<file path="config.mk">
export PLATFORM = sky130hd
export DESIGN_NAME = rau_ctrl
export DESIGN_NICKNAME = d
export VERILOG_FILES = /design/src/rau_pkg.sv /design/src/rau_ctrl.sv
export SDC_FILE = /design/constraint.sdc
export NUM_CORES = 1
export LEC_CHECK = 0
export ABC_AREA = 1
export BUFFER_PORTS_ARGS = -buffer_cell sky130_fd_sc_hd__buf_2
export CAP_MARGIN = 15
export CORE_MARGIN = 3
export CORE_UTILIZATION = 59
export DETAILED_ROUTE_END_ITERATION = 8
export GPL_ROUTABILITY_DRIVEN = 1
export PLACE_DENSITY = 0.83
export SLEW_MARGIN = 20
export SYNTH_ARGS = -nofsm -noshare
export SYNTH_HDL_FRONTEND = slang
export SYNTH_SLANG_ARGS = --single-unit
</file>
<file path="constraint.sdc">
create_clock -name aclk -period 2.5 [get_ports aclk]
set_input_delay 0.25 -clock aclk [delete_from_list [all_inputs] [get_ports aclk]]
set_output_delay 0.25 -clock aclk [all_outputs]
set_load 0.1 [all_outputs]
</file>
<file path="src/rau_pkg.sv">
// ----------------------------------------------------------------------------
// rau_pkg
// shared types and constants of the rational arithmetic unit
// ----------------------------------------------------------------------------
`default_nettype none
package rau_pkg;
    localparam int OPERAND_BITS_DEF = 31;
    localparam int WIDE_BITS = 64;

    localparam logic [2:0] OP_ADD = 3'd0;
    localparam logic [2:0] OP_SUB = 3'd1;
    localparam logic [2:0] OP_MUL = 3'd2;
    localparam logic [2:0] OP_DIV = 3'd3;
    localparam logic [2:0] OP_CMP = 3'd4;

    localparam logic [1:0] CMP_LESS    = 2'd0;
    localparam logic [1:0] CMP_EQUAL   = 2'd1;
    localparam logic [1:0] CMP_GREATER = 2'd2;

    // controller commands to the datapath
    typedef enum logic [3:0] {
        CMD_NONE   = 4'd0,
        CMD_LOAD   = 4'd1,  // capture request
        CMD_MUL1   = 4'd2,  // start-up products / gcd setup
        CMD_GSTEP  = 4'd3,  // start x % y
        CMD_GSWAP  = 4'd4,  // x <= y, y <= rem
        CMD_LCMDIV = 4'd5,  // start den-a / g
        CMD_LCMDV2 = 4'd6,  // start den-b / g
        CMD_LCMMUL = 4'd7,  // form l, m1, m2
        CMD_RSETUP = 4'd8,  // load gcd of result num/den
        CMD_RDIVN  = 4'd9,  // start num / g
        CMD_RDIVD  = 4'd10, // start den / g
        CMD_FINISH = 4'd11  // latch output
    } cmd_t;

    typedef struct packed {
        cmd_t cmd;
        logic div_start;
    } ctrl_t;

    typedef struct packed {
        logic div_busy;
        logic y_zero;
        logic is_addsub;
        logic is_muldiv;
        logic err_early;
        logic red_skip;
    } stat_t;
endpackage
`default_nettype wire

</file>
<file path="src/rau_ctrl.sv">
// ----------------------------------------------------------------------------
// rau_ctrl
// sequencer: gcd loops and divider steps of one request, output handshake
// ----------------------------------------------------------------------------
`default_nettype none
module rau_ctrl (
    input  wire logic           aclk,
    input  wire logic           aresetn,
    input  wire logic           in_valid,
    output logic                in_ready,
    output logic                out_valid,
    input  wire logic           out_ready,
    output rau_pkg::ctrl_t      ctrl,
    input  wire rau_pkg::stat_t stat
);
    typedef enum logic [11:0] {
        S_IDLE   = 12'b000000000001,
        S_MUL    = 12'b000000000010,
        S_GCHK   = 12'b000000000100,
        S_GWAIT  = 12'b000000001000,
        S_LDIV   = 12'b000000010000,
        S_LDIV2  = 12'b000000100000,
        S_LMUL   = 12'b000001000000,
        S_RSET   = 12'b000010000000,
        S_RDIVN  = 12'b000100000000,
        S_RDIVD  = 12'b001000000000,
        S_FIN    = 12'b010000000000,
        S_WAITD  = 12'b100000000000
    } state_t;

    state_t state_reg, state_next;
    logic   ov_reg, ov_next;
    logic   red_phase_reg, red_phase_next;  // gcd loop belongs to reduction

    always_comb begin
        state_next     = state_reg;
        ov_next        = ov_reg;
        red_phase_next = red_phase_reg;
        ctrl.cmd       = rau_pkg::CMD_NONE;
        ctrl.div_start = 1'b0;
        if (ov_reg && out_ready) ov_next = 1'b0;
        case (state_reg)
            S_IDLE: begin
                if (in_valid && in_ready) begin
                    ctrl.cmd   = rau_pkg::CMD_LOAD;
                    state_next = S_MUL;
                end
            end
            S_MUL: begin
                ctrl.cmd       = rau_pkg::CMD_MUL1;
                red_phase_next = 1'b0;
                if (stat.is_addsub && !stat.err_early) state_next = S_GCHK;
                else if (stat.is_muldiv) state_next = S_RSET;
                else state_next = S_FIN;
            end
            S_GCHK: begin
                if (stat.y_zero) begin
                    state_next = red_phase_reg ? S_RDIVN : S_LDIV;
                end else begin
                    ctrl.cmd       = rau_pkg::CMD_GSTEP;
                    ctrl.div_start = 1'b1;
                    state_next     = S_GWAIT;
                end
            end
            S_GWAIT: begin
                if (!stat.div_busy) begin
                    ctrl.cmd   = rau_pkg::CMD_GSWAP;
                    state_next = S_GCHK;
                end
            end
            S_LDIV: begin
                ctrl.cmd       = rau_pkg::CMD_LCMDIV;
                ctrl.div_start = 1'b1;
                state_next     = S_LDIV2;
            end
            S_LDIV2: begin
                if (!stat.div_busy) begin
                    ctrl.cmd       = rau_pkg::CMD_LCMDV2;
                    ctrl.div_start = 1'b1;
                    state_next     = S_LMUL;
                end
            end
            S_LMUL: begin
                if (!stat.div_busy) begin
                    ctrl.cmd   = rau_pkg::CMD_LCMMUL;
                    state_next = S_RSET;
                end
            end
            S_RSET: begin
                ctrl.cmd       = rau_pkg::CMD_RSETUP;
                red_phase_next = 1'b1;
                state_next     = S_WAITD;
            end
            S_WAITD: begin
                // n and d now final; skip reduction for zero num or den
                state_next = stat.red_skip ? S_FIN : S_GCHK;
            end
            S_RDIVN: begin
                ctrl.cmd       = rau_pkg::CMD_RDIVN;
                ctrl.div_start = 1'b1;
                state_next     = S_RDIVD;
            end
            S_RDIVD: begin
                if (!stat.div_busy) begin
                    ctrl.cmd       = rau_pkg::CMD_RDIVD;
                    ctrl.div_start = 1'b1;
                    state_next     = S_FIN;
                end
            end
            S_FIN: begin
                if (!stat.div_busy && !ov_reg) begin
                    ctrl.cmd   = rau_pkg::CMD_FINISH;
                    ov_next    = 1'b1;
                    state_next = S_IDLE;
                end
            end
            default: state_next = S_IDLE;
        endcase
    end

    always_ff @(posedge aclk) begin
        if (!aresetn) begin
            state_reg     <= S_IDLE;
            ov_reg        <= 1'b0;
            red_phase_reg <= 1'b0;
        end else begin
            state_reg     <= state_next;
            ov_reg        <= ov_next;
            red_phase_reg <= red_phase_next;
        end
    end

    assign in_ready  = (state_reg == S_IDLE);
    assign out_valid = ov_reg;
endmodule
`default_nettype wire

</file>
==> results of run 1 <==
## worst max path at each step
| stage | start | end | slack [ps] | depth (start not counted) |
|---|---|---|---|---|
| after floorplan | state_reg[0] | ctrl[2] | 10 | 5 |
| after global placement | state_reg[6] | ctrl[2] | 510 | 8 |
| after detailed placement | state_reg[6] | ctrl[2] | 490 | 8 |
| after CTS | state_reg[6] | ctrl[2] | 170 | 8 |
| after global routing | state_reg[6] | ctrl[2] | 20 | 8 |
| final | state_reg[6] | ctrl[2] | 130 | 8 |
## where the power goes
group / internal [mW] / total (mW) / switching [mW]
combinational: 0.217 / 0.831 / 0.614
clock: 0.0560 / 0.130 / 0.0740
sequential: 0.255 / 0.282 / 0.0270
## worst max-delay path: stages (launching register included)
cell and delay [ps]:
sky130_fd_sc_hd__dfxtp_1 350, sky130_fd_sc_hd__nor2_2 190, sky130_fd_sc_hd__nand2_4 100, sky130_fd_sc_hd__nor2_4 210, sky130_fd_sc_hd__nand2_2 130, sky130_fd_sc_hd__o21ai_0 240, sky130_fd_sc_hd__nor2_1 70, sky130_fd_sc_hd__o211ai_1 90
sky130_fd_sc_hd__buf_2 450
## through the flow
stage / std cells / power [mW] / util (%)
detailed placement: 196 / 1.11 / 72.6
global placement: 196 / 1.10 / 72.6
global route: 199 / 1.33 / 74.1
CTS: 199 / 1.24 / 74.1
floorplan: 166 / 0.982 / -
finish: 199 / 1.24 / 74.1
## cells by family (layout without fill, tap and decap cells)
group,after synthesis,count (layout)
AND/OR/NAND/NOR,105,105
buffers and inverters,32,49
flip-flops,14,14
AO/OA/AOI/OAI,15,15
## metal layers
metal	global-route usage, %	wire, um
met5	0	0
met2	40.9	1150
met4	17.2	73
met3	4.51	232
met1	31.8	1100
## layout make-up
cell class / count / share of cell area [%]
clock buffer: 3 / 1.95
inverter: 30 / 9.75
timing repair buffer: 16 / 6.93
multi-input combinational: 120 / 55.4
tap: 16 / 1.73
sequential: 14 / 24.3
## cells in the final DEF (no fill, tap or decap), drive strengths merged
cell type  instances
a21oi              5
and2               1
buf               16
clkbuf             3
dfxtp             14
inv               30
nand2             47
nand3             11
nand3b             2
nand4              4
nor2              30
nor3               7
nor4               1
nor4b              1
o2111ai            1
o211ai             1
o21a               1
o21ai              6
o221ai             1
or2                1
==> impl_summary.md, run 1 <==
Floorplanning
The floorplan row count is 14. The die outline area is 2260 um2. The initial core utilization is 65.4%. The number of placed I/O pins is 17. The die outline height is 47.6 um.

In this run the standard cell core region covers 1560 um2. The width of the die is 47.6 um.

Timing
The total negative slack for setup checks is 0 ps. The worst pin sits at a relative slew slack of 67.5%. Setup repair after global routing left no endpoint under its margin.

The final-report hold violation count is 0. The top achievable clock speed is 422 MHz. The final setup slack of the worst path is 132 ps. Setup violations remaining at the end of the flow were counted as 0. The clock arrives with 4.00 ps of skew. The share of the clock period used by the worst path is 94.7%. The worst path needs 2370 ps of the cycle, external delays included. The tightest hold path in the finished design has a slack of 223 ps. The number of max-slew violations in the final report is 0. At the pin with the least slew margin, the transition time is 491 ps.

Clock network
Clock tree synthesis inserted a total of 3 buffers. The number of clock sinks is 14. The clock transition at the registers of the reported paths is 80 ps. The later pin in the worst-skew pair is clocked with a latency of 280 ps. The maximum clock insertion buffer count is 2. The count of instances resized after the clock tree is built is 0. The CTS H-tree depth is 1.

The number of buffers added for setup after CTS is 0. The root buffer cell is sky130_fd_sc_hd__clkbuf_4. TritonCTS built the clock tree.

The quantity of hold-fixing buffers added after cts is 0.

Finish
The register cell area after layout is 280 um2. The area of the multi-input gates is 639 um2. The register with the most flip-flops in the layout has 12 of them. For this run, the post-layout net count is 195. The filler cells instantiated in the layout total 142. Once layout is done, the placed cells without fillers occupy 1150 um2.

The repair_antennas step left the layout with diodes totalling 0. The share of post-route cells with drive strength above 1 is 24.6%. Compared with the post-synthesis result, the final layout area differs by 13.3%.

Route
The number of iterations in the first detailed-routing pass is 5. The total routed wirelength is 2.56 mm. Once detail routing completed, the nets flagged for antenna violations numbered 0.

After detailed routing, the number of remaining DRC violations is 0. The detailed router's first-iteration violation count is 48. The via total after detailed routing is 1,116. The routed via count divided by cell count is 5.61.

The mean routed wirelength per cell is 12.9 um.

Logic synthesis
The top flip-flop cell by instance count after synthesis is sky130_fd_sc_hd__dfxtp_1. The number of storage elements in the synthesis netlist is 14. The average cell area after synthesis is 6.14 um2.

The most frequently used cell type in the post-synthesis netlist is sky130_fd_sc_hd__nand2_1. Counting flops with a built-in enable in the synthesized netlist gives 0. The fraction of the yosys area taken by sequential cells is 27.5%.

The largest family of logic cells by synthesized area is simple AND/OR/NAND/NOR gates. The post-synthesis cell count is 166. Summing the areas of all compound-gate instances in the mapped netlist gives 8.96% of the synthesized area. By count the netlist is led by sky130_fd_sc_hd__nand2_1 (39), sky130_fd_sc_hd__inv_1 (29), sky130_fd_sc_hd__nor2_1 (22). Summing the areas of all fa, ha and maj instances in the mapped netlist gives 0% of the synthesized area. By area the synthesized netlist is led by sky130_fd_sc_hd__dfxtp_1 (27%), sky130_fd_sc_hd__nand2_1 (14%), sky130_fd_sc_hd__inv_1 (11%). Of the total synthesized cell area, the portion taken by XOR and XNOR cells is 0%.

Of all cell types, the one taking the most synthesized area is sky130_fd_sc_hd__dfxtp_1. The Yosys warning count is 0. In this run the cell area of the synthesized design comes to 1020 um2. The proportion of netlist area held by the largest area contributor is 27.5%. The proportion of synthesized area in mux cells is 0%. The netlist uses 27 different library cells. The total nets after synthesis is 176. The simple logic cell fraction of the synthesized area is 51.3%. Counting flops with an async set or reset pin after synthesis yields a share of 0%.

Worst setup path
The worst setup path is launched from a flop. The top fanout value on the critical path is 7. In this run the critical register-to-register path is launched from state_reg[6]. The data arrival at the endpoint of the critical path is 2120 ps. The startpoint-to-endpoint class of the critical path is flop to output port. The critical register-to-register path endpoint is state_reg[2]. The worst endpoint required time is 2250 ps. The slack of the worst reg-to-reg path is 940 ps.

The depth of the worst register-to-register path is 10. The worst setup path is captured at an output port.

Pwr
For this design the ratio of total power to cell area is 1080 nW/um2. The worst IR drop on VDD is 0.000818 V. For this design the static power due to leakage is 0.638 nW.

Hold path
The class of the most critical hold timing path is primary input to flop. For hold timing, the worst endpoint is out_valid. Along the worst hold path, the cell count comes to 4.

In this run the most critical hold path is launched from out_ready.

Placement
After detailed placement, the total cell area comes to 1130 um2. The congestion estimate from routability-driven global placement came to 1.02. Before CTS, the worst setup slack after placement is 490 ps. Port buffering added 16 buffers.

The half-perimeter wire length after detailed placement is 2.06 mm.

Global route
Global routing finished with a remaining overflow of 0. The number of antenna violations at the first check in global routing is 0. The first global-routing pass estimated 4.04 mm of wire. The via count of the first global-routing pass is 999.

Global routing used 25.8% of the available tracks across all layers. Entering global routing, the biggest net connects 11 pins.

Outcome
The run finished with clean final reports.

Flow run
Max-cap violations in this run came to 0.
(Power assumes the default switching activity.)
==> run 2: changes to the inputs <==
--- a/config.mk
+++ b/config.mk
@@ -13,6 +13,7 @@
 export DETAILED_ROUTE_END_ITERATION = 8
 export GPL_ROUTABILITY_DRIVEN = 1
 export PLACE_DENSITY = 0.83
+export REMOVE_ABC_BUFFERS = 1
 export SLEW_MARGIN = 20
 export SYNTH_ARGS = -nofsm -noshare
 export SYNTH_HDL_FRONTEND = slang
==> constraint.sdc (replaced) <==
create_clock -name aclk -period 2.95 [get_ports aclk]
set_input_delay 0.295 -clock aclk [delete_from_list [all_inputs] [get_ports aclk]]
set_output_delay 0.295 -clock aclk [all_outputs]
set_load 0.1 [all_outputs]
==> impl_summary.md, run 2 (synthesized netlist as in run 1, its figures left out) <==
Outcome
The run finished with clean final reports.

Route
The detailed router placed 1,089 vias in this run. Detailed routing placed a total of 202 um of wire on met3. The first routing iteration left 48 violations.

In the detailed route, the total length drawn on met2 is 1.14 mm. The first detailed-routing pass took 4 iterations. The remaining antenna violation count is 0. In this run the top signal layer used is met4. Wires add up to 2.45 mm.

The number of DRC violations after detailed routing is 0. The mean routed wirelength per cell is 12.3 um. After detailed routing, the number of vias per cell comes to 5.47. The detailed router put a total of 1.05 mm of wire on met1.

Finish
The repair_antennas step left the layout with diodes totalling 0. In the layout the commonest cells are sky130_fd_sc_hd__nand2_1 (39), sky130_fd_sc_hd__inv_1 (29), sky130_fd_sc_hd__nor2_1 (22). Relative to the synthesized area, the layout overhead comes to 10.8%. Cells with a size suffix above 1 make up 21.9% of the layout. The number of nets at the end of the flow is 195. The register with the most flip-flops in the layout has 12 of them. The library cell used most frequently in the layout, excluding fill and tap cells, is sky130_fd_sc_hd__nand2_1.

Clock network
The number of buffers added for setup after CTS is 0. The CTS tree is done. The number of clock buffers inserted by TritonCTS is 3. The clock transition at the registers of the reported paths is 80 ps.

After clock tree synthesis, the repair step resized 0 gates. The root buffer cell is sky130_fd_sc_hd__clkbuf_4. The quantity of hold-fixing buffers added after cts is 0. The maximum clock insertion buffer count is 2.

CTS built an H-tree with a depth of 1. Clock tree synthesis found a total of 14 sinks. The clock reaches the later pin of the worst-skew pair after 280 ps.

Worst setup path
STA classifies the critical path startpoint as a flop. The critical path ends at ctrl[2]. The worst register-to-register path begins at state_reg[1]. The number of cells on the worst reg-to-reg path is 10. The capturing element type of the critical path is an output port.

Along the worst path, the maximum fanout reaches 7. The critical path in this run is classified as flop to output port. For the worst setup path, the data required time is 2650 ps.

In this run the worst setup path begins at state_reg[6]. The slack of the worst reg-to-reg path is 1420 ps. The worst-path cell with the longest stage delay is sky130_fd_sc_hd__buf_2. The critical register-to-register path endpoint is state_reg[0]. For this run, the slowest stage of the critical path takes 450 ps. Data arrives at the worst endpoint at 2070 ps.

Walking the worst path, the cells encountered are nor2_2, nand2_4, nor2_4, nand2_2, o21ai_0, nor2_1, o211ai_1, buf_2.

Pwr
The internal power of the cells totals 0.436 mW. In this run switching power makes up 57.7% of total power. The design draws 1.03 mW. Dividing total power by cell area gives a power density of 912 nW/um2. Sequential cells burn 23.0% of the power.

The clock network fraction of design power is 10.2%. The analysis attributes to cell leakage a power of 0.635 nW. IR analysis of the VDD net gives a maximum drop of 0.000739 V. The net load switching power is 0.594 mW. The combinational power share is 66.8%.

Hold path
In this run the worst hold path is classified as primary input to flop.

Timing
In this run the tightest slew margin relative to its limit is 67.5%. Timing would allow up to 423 MHz. The final-report hold violation count is 0.

The number of max-slew violations in the final report is 0. At the pin with the least slew margin, the transition time is 491 ps. On the final layout, the worst clock skew is 4.54 ps. The smallest clock period supported by the final layout is computed as 2360 ps. Setup slack on the critical path of the routed design comes to 586 ps.

The final hold slack is 271 ps. Setup repair after global routing left no endpoint under its margin. For the final routed database, the setup TNS stands at 0 ps. Setup violations remaining at the end of the flow were counted as 0. After layout, the worst path uses 80.2% of the clock period.

Floorplanning
Measured along the x axis, the die boundary spans 47.6 um. The core area is 1560 um2. The die outline height is 47.6 um. The die outline area is 2260 um2.

For this configuration, the core starts out at a cell density of 65.4%. The floorplan row count is 14. The number of placed I/O pins is 17.

Global route
The largest net degree at the start of global routing is 11. The global-route wire length before repair is 4.08 mm. The via count of the first global-routing pass came to 977.

The number of antenna violations at the first check in global routing is 0. In the global route stage, overall resource usage came out at 26.0%. The total congestion overflow after global routing is 0.

Placement
Timing analysis after detailed placement gives a worst setup slack of 927 ps. Summed over all nets, the half-perimeter wirelength after detailed placement is 2.02 mm. The weighted congestion at the end of routability-driven global placement is 0.945. The count of buffers inserted at the top-level ports is 16.

Flow run
Max-cap violations in this run came to 0.
-- run 2: per-stage QoR --
step	std cells	instance area [um2]	utilization, %
5_1_grt	199	1130	72.5
3_3_place_gp	196	1110	71.0
3_5_place_dp	196	1110	71.0
2_1_floorplan	164	1010	-
6_report	199	1130	72.5
4_1_cts	199	1130	72.5
-- run 2: power groups by stage --
| stage | combinational [mW] | clock [mW] | sequential [mW] |
|---|---|---|---|
| floorplan | 0.567 | 0 | 0.238 |
| global placement | 0.670 | 0 | 0.240 |
| detailed placement | 0.678 | 0 | 0.242 |
| CTS | 0.681 | 0.109 | 0.237 |
| global route | 0.741 | 0.119 | 0.241 |
| finish | 0.688 | 0.105 | 0.237 |
-- run 2: layout make-up --
cell class	instances	area, um2
Multi-Input combinational cell	120	614
Inverter	30	113
Timing Repair Buffer	16	80.1
Sequential cell	14	280
Fill cell	135	429
Clock buffer	3	22.5
Tap cell	16	20.0
-- run 2: worst min path at each step --
stage	from	endpoint	depth (start not counted)
detailed placement	red_phase_reg	state_reg[4]	1
global route	out_ready	out_valid	4
finish	out_ready	out_valid	4
floorplan	aresetn	state_reg[0]	1
global placement	red_phase_reg	state_reg[4]	1
CTS	out_ready	out_valid	4
-- run 2: routing by layer --
layer	up-vias	GRT usage [%]
li1	558	-
met2	47	41.4
met5	-	0
met4	0	15.6
met3	7	5.26
met1	477	32.0
-- run 2: worst max-delay path, delay by kind of cell (launching register included) --
family | cells | cell delay, ps
AND/OR/NAND/NOR | 5 | 680
flip-flops | 1 | 350
buffers and inverters | 1 | 450
AO/OA/AOI/OAI | 2 | 310
==> run 3: changes to the inputs <==
--- a/config.mk
+++ b/config.mk
@@ -9,10 +9,10 @@
 export BUFFER_PORTS_ARGS = -buffer_cell sky130_fd_sc_hd__buf_2
 export CAP_MARGIN = 15
 export CORE_MARGIN = 3
-export CORE_UTILIZATION = 59
+export CORE_UTILIZATION = 49
 export DETAILED_ROUTE_END_ITERATION = 8
 export GPL_ROUTABILITY_DRIVEN = 1
-export PLACE_DENSITY = 0.83
+export PLACE_DENSITY = 0.74
 export REMOVE_ABC_BUFFERS = 1
 export SLEW_MARGIN = 20
 export SYNTH_ARGS = -nofsm -noshare
==> constraint.sdc (replaced) <==
create_clock -name aclk -period 2 [get_ports aclk]
set_input_delay 0.2 -clock aclk [delete_from_list [all_inputs] [get_ports aclk]]
set_output_delay 0.2 -clock aclk [all_outputs]
set_load 0.1 [all_outputs]
==> impl_summary.md, run 3 (synthesized netlist as in run 1, its figures left out) <==
Outcome
The flow ran to the end, but the final reports show violations. The checks that failed: negative setup slack.

Clock network
In this run the number of H-tree levels came out at 1. The root buffer cell is sky130_fd_sc_hd__clkbuf_4. The number of clock buffers inserted by TritonCTS is 3. The source-to-sink clock delay at the later pin of the worst-skew pair is 290 ps. The maximum clock insertion buffer count is 2. Clock-pin slew was measured on the worst setup and hold paths at 90 ps. For this design, the CTS-stage hold fixing added 0 buffers. The CTS tree is done. Counting every sink on the clock net gives 14.

Worst setup path
The family with the most delay on the worst path is simple AND/OR/NAND/NOR gates. The data arrival at the endpoint of the critical path is 1820 ps. The logic depth of the worst path, buffers included is 8. The capturing element type of the critical path is an output port. The worst-path cell with the longest stage delay is sky130_fd_sc_hd__dfxtp_2. The worst endpoint required time is 1800 ps. The setup path with the least slack is of type flop to output port.

The worst register-to-register path has a depth of 11. Of all nets on the critical path, the largest fanout is 5. The nature of the critical path startpoint is a flop. Walking the worst path, the cells encountered are nor2_4, nand2_4, nor2_4, nand2_4, o21ai_2, nor2_1, o211ai_1, clkbuf_16. The critical path's largest stage delay is 350 ps. The number of buffers and inverters on the critical path is 1.

Route
The via total after detailed routing is 1,176. Wires add up to 3.06 mm. The number of iterations in the first detailed-routing pass is 5. After detailed routing, the number of remaining DRC violations is 0. Once detail routing completed, the nets flagged for antenna violations numbered 0. The routed via count divided by cell count is 5.39. The detailed router finished its first iteration with 48 violations. The mean routed wirelength per cell is 14.0 um.

Placement
After legalization and detailed placement, the total HPWL measured 2.14 mm. The count of buffers added on input and output ports is 16. Before CTS, the worst setup slack after placement is 223 ps. At the end of routability-driven placement, the weighted congestion stood at 0.959.

Floorplanning
The initial core utilization is 55.4%. The core area is 1840 um2. The number of placed I/O pins is 17. The floorplan row count is 15. From bottom edge to top edge, the die measures 51.6 um. The die outline area is 2660 um2. The width of the die is 51.6 um.

Timing
The transition time at the pin with the least slew margin is 486 ps. Derived from the worst setup path, the maximum achievable clock frequency is 496 MHz. Setup repair after global routing could not meet its margin everywhere. The headroom to the max-slew limit is 67.8%. The largest clock skew in the final design is 2.01 ps.

Setup violations remaining at the end of the flow were counted as 1. Hold timing on the final database bottoms out at a slack of 157 ps. Dividing the final minimum period by the clock period gives 101%. The final setup slack of the worst path is -18.0 ps.

The final-report hold violation count is 0. The number of max-slew violations in the final report is 0. After layout, the minimum clock period comes to 2020 ps.

Global route
The number of antenna violations at the first check in global routing was 0. The via count of the first global-routing pass is 1,062. The global-route track usage on met1 is 30.6%. The met2 capacity usage during global routing is 37.3%. The global-route wire length before repair is 4.64 mm. Global routing finished with a remaining overflow of 0. The most heavily used metal layer in global routing is met2. Global routing used 4.01% of the available met3 tracks.

In the global route stage, overall resource usage came out at 23.2%. Entering global routing, the biggest net connects 11 pins.

Pwr
The internal portion of total power is 0.848 mW. The switching share of power is 53.3%. Power spread over the standard cell area amounts to 1290 nW/um2. In this run the static leakage power is 0.738 nW. The share of total power dissipated in combinational logic is 68.0%.

The clock network is responsible for 11.5% of the overall power. The worst IR drop on VDD is 0.00121 V. The net load switching power is 0.969 mW.

The relative contribution of sequential cells to total power is 20.4%.

Finish
Of the cells placed in the final design, the portion with a size suffix greater than 1 is 35.8%. In the final layout, flip-flops and latches occupy 289 um2. In the layout the commonest cells are sky130_fd_sc_hd__nand2_1 (38), sky130_fd_sc_hd__inv_1 (29), sky130_fd_sc_hd__nor2_1 (18).

The number of nets at the end of the flow is 204. The area of the multi-input gates is 707 um2. The total inserted antenna cells is 0. After filler insertion, the fill cell instance count of the layout stands at 151. The flip-flop count of the largest register after layout is 12. The layout overhead on the synthesized area is 38.2%.

Leaving out fill and tap cells, the most frequent cell in the layout is sky130_fd_sc_hd__nand2_1.

Flow run
Max-cap violations in this run came to 0.

Hold path
The class of the most critical hold timing path is primary input to flop. The worst hold path was traced through 4 stages.
==> run 3: cell type report <==
cell class | count | share of cell area (%)
inverter | 30 | 7.99
sequential | 14 | 20.5
timing repair buffer | 25 | 16.5
tap | 25 | 2.22
multi-input combinational | 120 | 50.2
clock buffer | 4 | 2.58
==> run 3: worst paths after layout <==
| path | end | slack [ps] | startpoint |
|---|---|---|---|
| max | ctrl[2] | -20 | state_reg[5] |
| min | out_valid | 160 | out_ready |
| max reg2reg | state_reg[3] | 380 | state_reg[9] |
| min reg2reg | state_reg[4] | 490 | red_phase_reg |
==> run 3: routing by layer <==
layer / up-vias / part of all wire (%)
met2: 56 / 46
li1: 581 / -
met4: 0 / 3.2
met5: - / 0
met1: 528 / 44
met3: 11 / 7.3
==> run 3: worst min-delay path: stages <==
cell	delay (ps)
sky130_fd_sc_hd__buf_2	80
sky130_fd_sc_hd__inv_1	30
sky130_fd_sc_hd__nand2_1	40
sky130_fd_sc_hd__a21oi_1	50
==> run 3: power by group through the flow <==
stage / Sequential (mW) / Clock [mW] / Combinational [mW]
after global placement: 0.355 / 0 / 1.08
after floorplan: 0.351 / 0 / 0.836
final: 0.371 / 0.209 / 1.24
after global routing: 0.379 / 0.228 / 1.32
after CTS: 0.354 / 0.210 / 1.09
after detailed placement: 0.359 / 0 / 1.08
==> run 3: what timing repair did <==
| item | 4_1_cts | 5_1_grt |
|---|---|---|
| setup buffers | 1 | 7 |
| pin swaps | 2 | 10 |
| resized for setup | 5 | 27 |
| gates cloned | 0 | 0 |
| setup endpoints to repair | 3 | 5 |
==> run 3: through the flow <==
| step | cell area, um2 | std cells | utilization [%] | power (mW) | setup TNS [ps] |
|---|---|---|---|---|---|
| after detailed placement | 1200 | 206 | 65.3 | 1.44 | 0 |
| after floorplan | 1010 | 164 | - | 1.19 | -1060 |
| after global routing | 1410 | 218 | 76.6 | 1.93 | -203 |
| final | 1410 | 218 | 76.6 | 1.82 | -18.0 |
| after global placement | 1200 | 206 | 65.3 | 1.43 | 0 |
| after CTS | 1260 | 211 | 68.6 | 1.66 | 0 |
